### src/hdl/bfscd_pkg.sv
// shared types and constants for the bfs undirected cycle detector
// no dependencies
`default_nettype none
package bfscd_pkg;

  localparam int unsigned NODE_W = 6;
  localparam int unsigned VC_W   = 7;

  localparam logic CMD_APPEND = 1'b0;
  localparam logic CMD_RUN    = 1'b1;

  typedef struct packed {
    logic              cmd;
    logic [NODE_W-1:0] node;
    logic [NODE_W-1:0] neighbour;
  } in_t;

  typedef struct packed {
    logic cycle_found;
    logic load_error;
  } out_t;

endpackage
`default_nettype wire

### src/hdl/bfscd_ram.sv
// simple dual-port ram, one write and one registered read per cycle
// no dependencies
`default_nettype none
module bfscd_ram #(
  parameter int unsigned DEPTH = 64,
  parameter int unsigned WIDTH = 8
) (
  input  wire logic                     clk_i,
  input  wire logic                     we_i,
  input  wire logic [$clog2(DEPTH)-1:0] waddr_i,
  input  wire logic [WIDTH-1:0]         wdata_i,
  input  wire logic [$clog2(DEPTH)-1:0] raddr_i,
  output      logic [WIDTH-1:0]         rdata_o
);

  logic [WIDTH-1:0] mem [DEPTH];

  always_ff @(posedge clk_i) begin
    if (we_i) begin
      mem[waddr_i] <= wdata_i;
    end
    rdata_o <= mem[raddr_i];
  end

endmodule
`default_nettype wire

### src/hdl/bfs_undirected_cycle_detect.sv
// top level of the bfs undirected cycle detector: loader, search sequencer
// depends on bfscd_pkg and bfscd_ram
`default_nettype none
// Append transactions (cmd 0) are taken one per cycle while the sequencer
// is idle, and write the entry store and the row table directly. A run
// transaction (cmd 1) starts the search sequencer, which holds in_stall_o
// high until the result is registered: it steps through the root vertices,
// searches from each unvisited one by taking vertices off its queue and
// examining each of their adjacency entries, and then registers the result;
// the single read port of each ram sets this pace.
// A run is held off while the previous result has not been taken.
module bfs_undirected_cycle_detect #(
  parameter int unsigned MAX_VERTICES = 64,
  parameter int unsigned MAX_ENTRIES  = 256
) (
  input  wire logic             clk_i,
  input  wire logic             rst_ni,
  input  wire logic             in_valid_i,
  output      logic             in_stall_o,
  input  wire bfscd_pkg::in_t   in_data_i,
  output      logic             out_valid_o,
  input  wire logic             out_stall_i,
  output      bfscd_pkg::out_t  out_data_o,
  input  wire logic             cfg_we_i,
  input  wire logic [6:0]       cfg_data_i
);
  import bfscd_pkg::*;

  localparam int unsigned VW = $clog2(MAX_VERTICES);
  localparam int unsigned CW = $clog2(MAX_VERTICES + 1);
  localparam int unsigned EW = $clog2(MAX_ENTRIES);
  localparam int unsigned LW = $clog2(MAX_ENTRIES + 1);
  localparam int unsigned SW = EW + 1;
  localparam int unsigned RW = EW + LW;
  localparam int unsigned QW = VW + VW + 1;

  typedef enum logic [2:0] {
    S_IDLE, S_ROOT, S_DEQ, S_QRD, S_ROW, S_EDGE, S_CHK, S_DONE
  } state_e;

  state_e            state_q;
  logic [VC_W-1:0]   vc_q;
  logic [LW-1:0]     total_q;
  logic [NODE_W-1:0] last_q;
  logic              err_q;
  logic              cur_valid_q;
  logic [EW-1:0]     cur_first_q;
  logic [LW-1:0]     cur_len_q;
  logic [MAX_VERTICES-1:0] row_valid_q;
  logic [MAX_VERTICES-1:0] visited_q;
  logic [CW-1:0]     root_q, head_q, tail_q;
  logic [VW-1:0]     v_q;
  logic [VW:0]       p_q;
  logic [LW-1:0]     k_q, len_q;
  logic [SW-1:0]     slot_q;
  logic              out_valid_q;
  out_t              out_q;

  logic [CW-1:0]     nv;
  logic              accept, bad;
  logic [EW-1:0]     new_first;
  logic [LW-1:0]     new_len;

  logic              ent_we;
  logic [NODE_W-1:0] ent_rdata;
  logic              row_we;
  logic [RW-1:0]     row_rdata;
  logic              q_we;
  logic [VW-1:0]     q_waddr;
  logic [QW-1:0]     q_wdata, q_rdata;

  logic [VW-1:0]     w_idx, root_idx;
  logic              w_in_range;

  assign nv = (32'(vc_q) < MAX_VERTICES) ? CW'(vc_q) : CW'(MAX_VERTICES);

  assign in_stall_o = (state_q != S_IDLE) ||
                      (out_valid_q && (in_data_i.cmd == CMD_RUN));
  assign accept     = in_valid_i && !in_stall_o;

  assign bad = (32'(total_q) >= MAX_ENTRIES) || (in_data_i.node < last_q) ||
               (32'(in_data_i.node) >= 32'(nv)) ||
               (32'(in_data_i.neighbour) >= 32'(nv));

  // entries of one row arrive together, so only the open row needs counting
  always_comb begin
    if (cur_valid_q && (in_data_i.node == last_q)) begin
      new_first = cur_first_q;
      new_len   = cur_len_q + LW'(1);
    end else begin
      new_first = total_q[EW-1:0];
      new_len   = LW'(1);
    end
  end

  assign ent_we = accept && (in_data_i.cmd == CMD_APPEND) && !bad;
  assign row_we = ent_we;

  assign w_idx      = VW'(ent_rdata);
  assign w_in_range = 32'(ent_rdata) < 32'(nv);
  assign root_idx   = root_q[VW-1:0];

  always_comb begin
    q_we    = 1'b0;
    q_waddr = tail_q[VW-1:0];
    q_wdata = {w_idx, 1'b0, v_q};
    if (state_q == S_ROOT) begin
      q_we    = (root_q < nv) && !visited_q[root_idx];
      q_waddr = '0;
      q_wdata = {root_idx, 1'b1, VW'(0)};
    end else if (state_q == S_CHK) begin
      q_we = w_in_range && !visited_q[w_idx] && (32'(tail_q) < MAX_VERTICES);
    end
  end

  bfscd_ram #(.DEPTH(MAX_ENTRIES), .WIDTH(NODE_W)) u_entry (
    .clk_i   (clk_i),
    .we_i    (ent_we),
    .waddr_i (total_q[EW-1:0]),
    .wdata_i (in_data_i.neighbour),
    .raddr_i (slot_q[EW-1:0]),
    .rdata_o (ent_rdata)
  );

  bfscd_ram #(.DEPTH(MAX_VERTICES), .WIDTH(RW)) u_row (
    .clk_i   (clk_i),
    .we_i    (row_we),
    .waddr_i (VW'(in_data_i.node)),
    .wdata_i ({new_first, new_len}),
    .raddr_i (q_rdata[QW-1 -: VW]),
    .rdata_o (row_rdata)
  );

  bfscd_ram #(.DEPTH(MAX_VERTICES), .WIDTH(QW)) u_queue (
    .clk_i   (clk_i),
    .we_i    (q_we),
    .waddr_i (q_waddr),
    .wdata_i (q_wdata),
    .raddr_i (head_q[VW-1:0]),
    .rdata_o (q_rdata)
  );

  always_ff @(posedge clk_i or negedge rst_ni) begin
    if (!rst_ni) begin
      state_q     <= S_IDLE;
      vc_q        <= VC_W'(1);
      total_q     <= '0;
      last_q      <= '0;
      err_q       <= 1'b0;
      cur_valid_q <= 1'b0;
      cur_first_q <= '0;
      cur_len_q   <= '0;
      row_valid_q <= '0;
      visited_q   <= '0;
      root_q      <= '0;
      head_q      <= '0;
      tail_q      <= '0;
      v_q         <= '0;
      p_q         <= '0;
      k_q         <= '0;
      len_q       <= '0;
      slot_q      <= '0;
      out_valid_q <= 1'b0;
      out_q       <= '0;
    end else begin
      if (cfg_we_i) begin
        vc_q <= cfg_data_i;
      end
      if (out_valid_q && !out_stall_i) begin
        out_valid_q <= 1'b0;
      end
      unique case (state_q)
        S_IDLE: begin
          if (accept) begin
            if (in_data_i.cmd == CMD_RUN) begin
              visited_q     <= '0;
              root_q        <= '0;
              out_q.cycle_found <= 1'b0;
              state_q       <= S_ROOT;
            end else if (bad) begin
              err_q <= 1'b1;
            end else begin
              row_valid_q[VW'(in_data_i.node)] <= 1'b1;
              cur_valid_q <= 1'b1;
              cur_first_q <= new_first;
              cur_len_q   <= new_len;
              last_q      <= in_data_i.node;
              total_q     <= total_q + LW'(1);
            end
          end
        end
        S_ROOT: begin
          if (root_q >= nv) begin
            state_q <= S_DONE;
          end else if (visited_q[root_idx]) begin
            root_q <= root_q + CW'(1);
          end else begin
            visited_q[root_idx] <= 1'b1;
            head_q  <= '0;
            tail_q  <= CW'(1);
            state_q <= S_DEQ;
          end
        end
        S_DEQ: begin
          if (head_q == tail_q) begin
            root_q  <= root_q + CW'(1);
            state_q <= S_ROOT;
          end else begin
            head_q  <= head_q + CW'(1);
            state_q <= S_QRD;
          end
        end
        S_QRD: begin
          v_q     <= q_rdata[QW-1 -: VW];
          p_q     <= q_rdata[VW:0];
          state_q <= S_ROW;
        end
        S_ROW: begin
          k_q     <= '0;
          len_q   <= row_valid_q[v_q] ? row_rdata[LW-1:0] : '0;
          slot_q  <= SW'(row_rdata[RW-1 -: EW]);
          state_q <= S_EDGE;
        end
        S_EDGE: begin
          if ((k_q == len_q) || (32'(slot_q) >= MAX_ENTRIES)) begin
            state_q <= S_DEQ;
          end else begin
            state_q <= S_CHK;
          end
        end
        S_CHK: begin
          k_q     <= k_q + LW'(1);
          slot_q  <= slot_q + SW'(1);
          state_q <= S_EDGE;
          if (!w_in_range) begin
            err_q <= 1'b1;
          end else if (!visited_q[w_idx]) begin
            visited_q[w_idx] <= 1'b1;
            if (32'(tail_q) < MAX_VERTICES) begin
              tail_q <= tail_q + CW'(1);
            end
          end else if (p_q[VW] || (w_idx != p_q[VW-1:0])) begin
            out_q.cycle_found <= 1'b1;
            state_q <= S_DONE;
          end
        end
        S_DONE: begin
          out_q.load_error <= err_q;
          out_valid_q <= 1'b1;
          row_valid_q <= '0;
          cur_valid_q <= 1'b0;
          total_q     <= '0;
          last_q      <= '0;
          err_q       <= 1'b0;
          state_q     <= S_IDLE;
        end
        default: state_q <= S_IDLE;
      endcase
    end
  end

  assign out_valid_o = out_valid_q;
  assign out_data_o  = out_q;

endmodule
`default_nettype wire

### config.mk
export PLATFORM = sky130hd
export DESIGN_NAME = bfs_undirected_cycle_detect
export DESIGN_NICKNAME = d
export VERILOG_FILES = /design/src/hdl/bfscd_pkg.sv /design/src/hdl/bfscd_ram.sv /design/src/hdl/bfs_undirected_cycle_detect.sv
export SDC_FILE = /design/constraint.sdc
export NUM_CORES = 2
export LEC_CHECK = 0
export BUFFER_PORTS_ARGS = -buffer_cell sky130_fd_sc_hd__clkbuf_2
export CORE_ASPECT_RATIO = 0.5
export CORE_MARGIN = 5
export CORE_UTILIZATION = 35
export DETAILED_ROUTE_END_ITERATION = 10
export SLEW_MARGIN = 20
export SYNTH_ARGS = -nofsm -noshare
export SYNTH_HDL_FRONTEND = slang
export SYNTH_HIERARCHICAL = 1
export SYNTH_SLANG_ARGS = --single-unit
### constraint.sdc
create_clock -name clk_i -period 8.85 [get_ports clk_i]
set_clock_uncertainty 0.05 [all_clocks]
set_input_delay 1.77 -clock clk_i [delete_from_list [all_inputs] [get_ports clk_i]]
set_output_delay 1.77 -clock clk_i [all_outputs]
set_load 0.05 [all_outputs]
==> reports/results.tsv <==
stage	metric	value	unit
synthesis	synth_common_cells	edfxtp_1, mux4_2, nor2_1, mux2i_1, dfrtp_1	
synthesis	syn_area	149000	sq um
timing	finalSetupViolations	0	
worst_setup_path	crit_chain	clkbuf_2, ha_1, and4_1, a21oi_1, a2111oi_0, o31a_2, nand3_1, inv_2, nand3_1, nor2_2	
cts	cts_tree	yes	
power_and_ir_drop	clkPwrFrac	0.308	
routing	drc	0	
grt	grt_use_met2	0.259	
synthesis	synth_top_area_share	0.698	
grt	track_usage	0.168	
layout	fin_nets	7919	
power_and_ir_drop	p_leak	53.5	nW
routing	viasPerCell	5.60	
worst_setup_path	cp.arrival	6.90	ns
timing	tightest_slew	1.18	ns
synthesis	synth.area.top_cells	edfxtp_1, mux4_2, dfrtp_1	
synthesis	synth_area_per_cell	19.2	sq um
grt	grt_max_degree	152	
synthesis	syn_inst	7741	
routing	ant_nets	0	
timing	holdWs	0.383	ns
timing	hold_viol	0	
layout	layout-drive-gt1-share	0.219	
cts	cts_setup_buffers	0	
power_and_ir_drop	powerDensity	293	nW/um^2
worst_setup_path	critical_path_class	input port to flop	
timing	rsz0062_at_grt	no	
layout	area_growth	12.3	%
run	cap_violations	0	
power_and_ir_drop	seq_power_share	0.437	
worst_setup_path	cp_slowest_stage_delay	1.16	ns
timing	post-route-period-util	0.730	
worst_setup_path	cp-start-kind	input port	
power_and_ir_drop	intPower	0.0337	W
cts	cts-resized-gates	0	
worst_setup_path	required	9.29	ns
status	status	finished, final reports clean	
cts	h-tree-depth	5	
grt	grt_pass1_vias	76000	
grt	grt_first_pass_wirelength	552000	microns
place	gp_congestion	0.863	
synthesis	post_synth_num_cell_types	86	
die	die_x	932	microns
grt	antenna_found_initial	16	
timing	relSlewSlack	0.211	
timing	final.min_clock_period	6.46	ns
synthesis	synth-seq-cells	3728	
cts	clock-sinks	3728	
timing	slew_viol_final	0	
synthesis	synth_edf_count	3456	
synthesis	ys_seq_area_frac	0.742	
power_and_ir_drop	vdd_drop_max	0.250	mV
synthesis	yosysWarnings	6	
place	dp_hpwl	228000	microns
power_and_ir_drop	pwr-share-comb	0.255	
routing	wl_per_cell	27.6	microns
routing	drtPass1Iterations	7	
grt	grt_most_used_layer	met2	
worst_setup_path	crit_path_frequent_cell	nand3_1	
synthesis	synth_most_common_cell	edfxtp_1	
die	ios	29	
die	start_util	0.351	
cts	numCtsBuffers	347	
cts	cts_root_buffer	clkbuf_16	
layout	instances_no_fill	13800	
synthesis	ys_async_sr_fraction	0.0633	
routing	drt-initial-drc-count	9218	
worst_setup_path	critPathMaxFanout	31	
grt	grt-ovfl-total	0	
power_and_ir_drop	netSwitchingPower	0.0152	W
grt	use_met1	0.244	
die	core.rowCount	169	
timing	setup_tns	0	ns
die	die_area	439000	sq um
worst_hold_path	hold_class	flop to flop	
worst_setup_path	endpoint_kind	flop	
die	die_h	471	microns
die	core	424000	sq um
synthesis	synthFlopType	edfxtp_1	
grt	met3_usage	0.0313	
place	io_buffers	28	
timing	fmax	155	MHz
cts	clock_latency	0.90	ns
routing	vias	77200	
synthesis	synth_top_area_cell	edfxtp_1	
worst_setup_path	cp_slowest_cell	nor2_2	
cts	holdBufCountCts	0	
cts	clockBufferDepth	4	
power_and_ir_drop	switching_share	0.310	
routing	routed_wl	381000	microns
place	dp_cells	13100	
synthesis	syn_nets	7804	
cts	clk_pin_slew	0.06	ns
power_and_ir_drop	p_total	0.0489	W
==> metrics by stage <==
| stage | setup slack [ns] | util | cell area, sq um |
|---|---|---|---|
| 6_report | 2.39 | 0.394 | 167000 |
| 5_1_grt | 2.32 | 0.394 | 167000 |
| 4_1_cts | 2.40 | 0.394 | 167000 |
| 3_5_place_dp | 1.46 | 0.367 | 156000 |
| 3_3_place_gp | 1.58 | 0.367 | 156000 |
| 2_1_floorplan | 2.84 | - | 149000 |
==> registers in the layout, indices dropped and copies added (netlist names), 7 cells and up <==
name / count
u_entry/mem: 1536
u_row/mem: 1088
u_queue/mem: 832
row_valid_q: 64
visited_q: 64
u_row/rdata_o: 17
u_queue/rdata_o: 13
cur_len_q: 9
k_q: 9
len_q: 9
slot_q: 9
total_q: 9
cur_first_q: 8
head_q: 7
p_q: 7
root_q: 7
tail_q: 7
vc_q: 7
==> logic make-up (layout without fill, tap and decap cells) <==
kind of cell,count (synthesis),count (layout),share of synthesized area
other cells,0,10,0
flops,3728,3728,0.742
simple gates,1274,1274,0.0403
buf+inv,553,941,0.0192
xor+xnor,31,31,0.00183
compound gates,919,919,0.0448
fa+ha+maj,38,38,0.00320
mux,1198,1198,0.148
==> layout by cell type (no fill, tap or decap), types with 116 or more instances in the layout <==
cell type,n
nand2_1,216
nor2_1,474
edfxtp_1,3456
mux4_2,797
nand3_1,116
a21oi_1,133
dfrtp_1,226
mux2i_1,310
a22oi_1,161
clkbuf_16,358
buf_4,210
==> worst max-delay path, delay by kind of cell <==
family | cells | cell delay [ns]
fa+ha+maj | 1 | 0.42
buf+inv | 2 | 1.05
simple gates | 4 | 2.67
compound gates | 3 | 0.94
==> layout make-up <==
type	count	area, sq um
Antenna cell	10	25.0
Clock buffer	419	9230
Clock inverter	203	2060
Fill cell	37700	257000
Inverter	66	248
Multi-Input combinational cell	3460	35900
Sequential cell	3728	110000
Tap cell	5643	7060
Timing Repair Buffer	253	2070
==> routing by layer <==
layer,wire length [microns],vias to the layer above,share of wire
li1,-,32100,-
met5,13,-,0.000034
met3,30300,561,0.080
met2,175000,3500,0.46
met1,164000,41000,0.43
met4,11200,2,0.029
==> worst paths after layout <==
kind	startpoint	end	slack [ns]	cells past startpoint
setup / recovery	in_data_i[11]	u_row/mem[43][3]$_DFFE_PP_	2.39	10
hold / removal	u_row/rdata_o[6]$_DFF_P_	len_q[6]$_DFFE_PN0P_	0.38	2
setup reg to reg	vc_q[6]$_DFFE_PN0P_	u_row/mem[43][3]$_DFFE_PP_	2.76	11
hold reg to reg	u_row/rdata_o[6]$_DFF_P_	len_q[6]$_DFFE_PN0P_	0.38	2
max in group asynchronous	rst_ni	head_q[2]$_DFFE_PN0P_	6.33	2
min in group asynchronous	rst_ni	visited_q[14]$_DFFE_PN0P_	0.84	1
==> power groups by stage <==
stage | registers (W) | logic (W) | clock network [W]
final | 0.0213 | 0.0125 | 0.0151
after global routing | 0.0214 | 0.0132 | 0.0161
after CTS | 0.0213 | 0.0125 | 0.0154
after detailed placement | 0.0217 | 0.0124 | 0
after global placement | 0.0217 | 0.0123 | 0
after floorplan | 0.0212 | 0.00865 | 0
No activity file was read; power rests on OpenSTA's default activity.
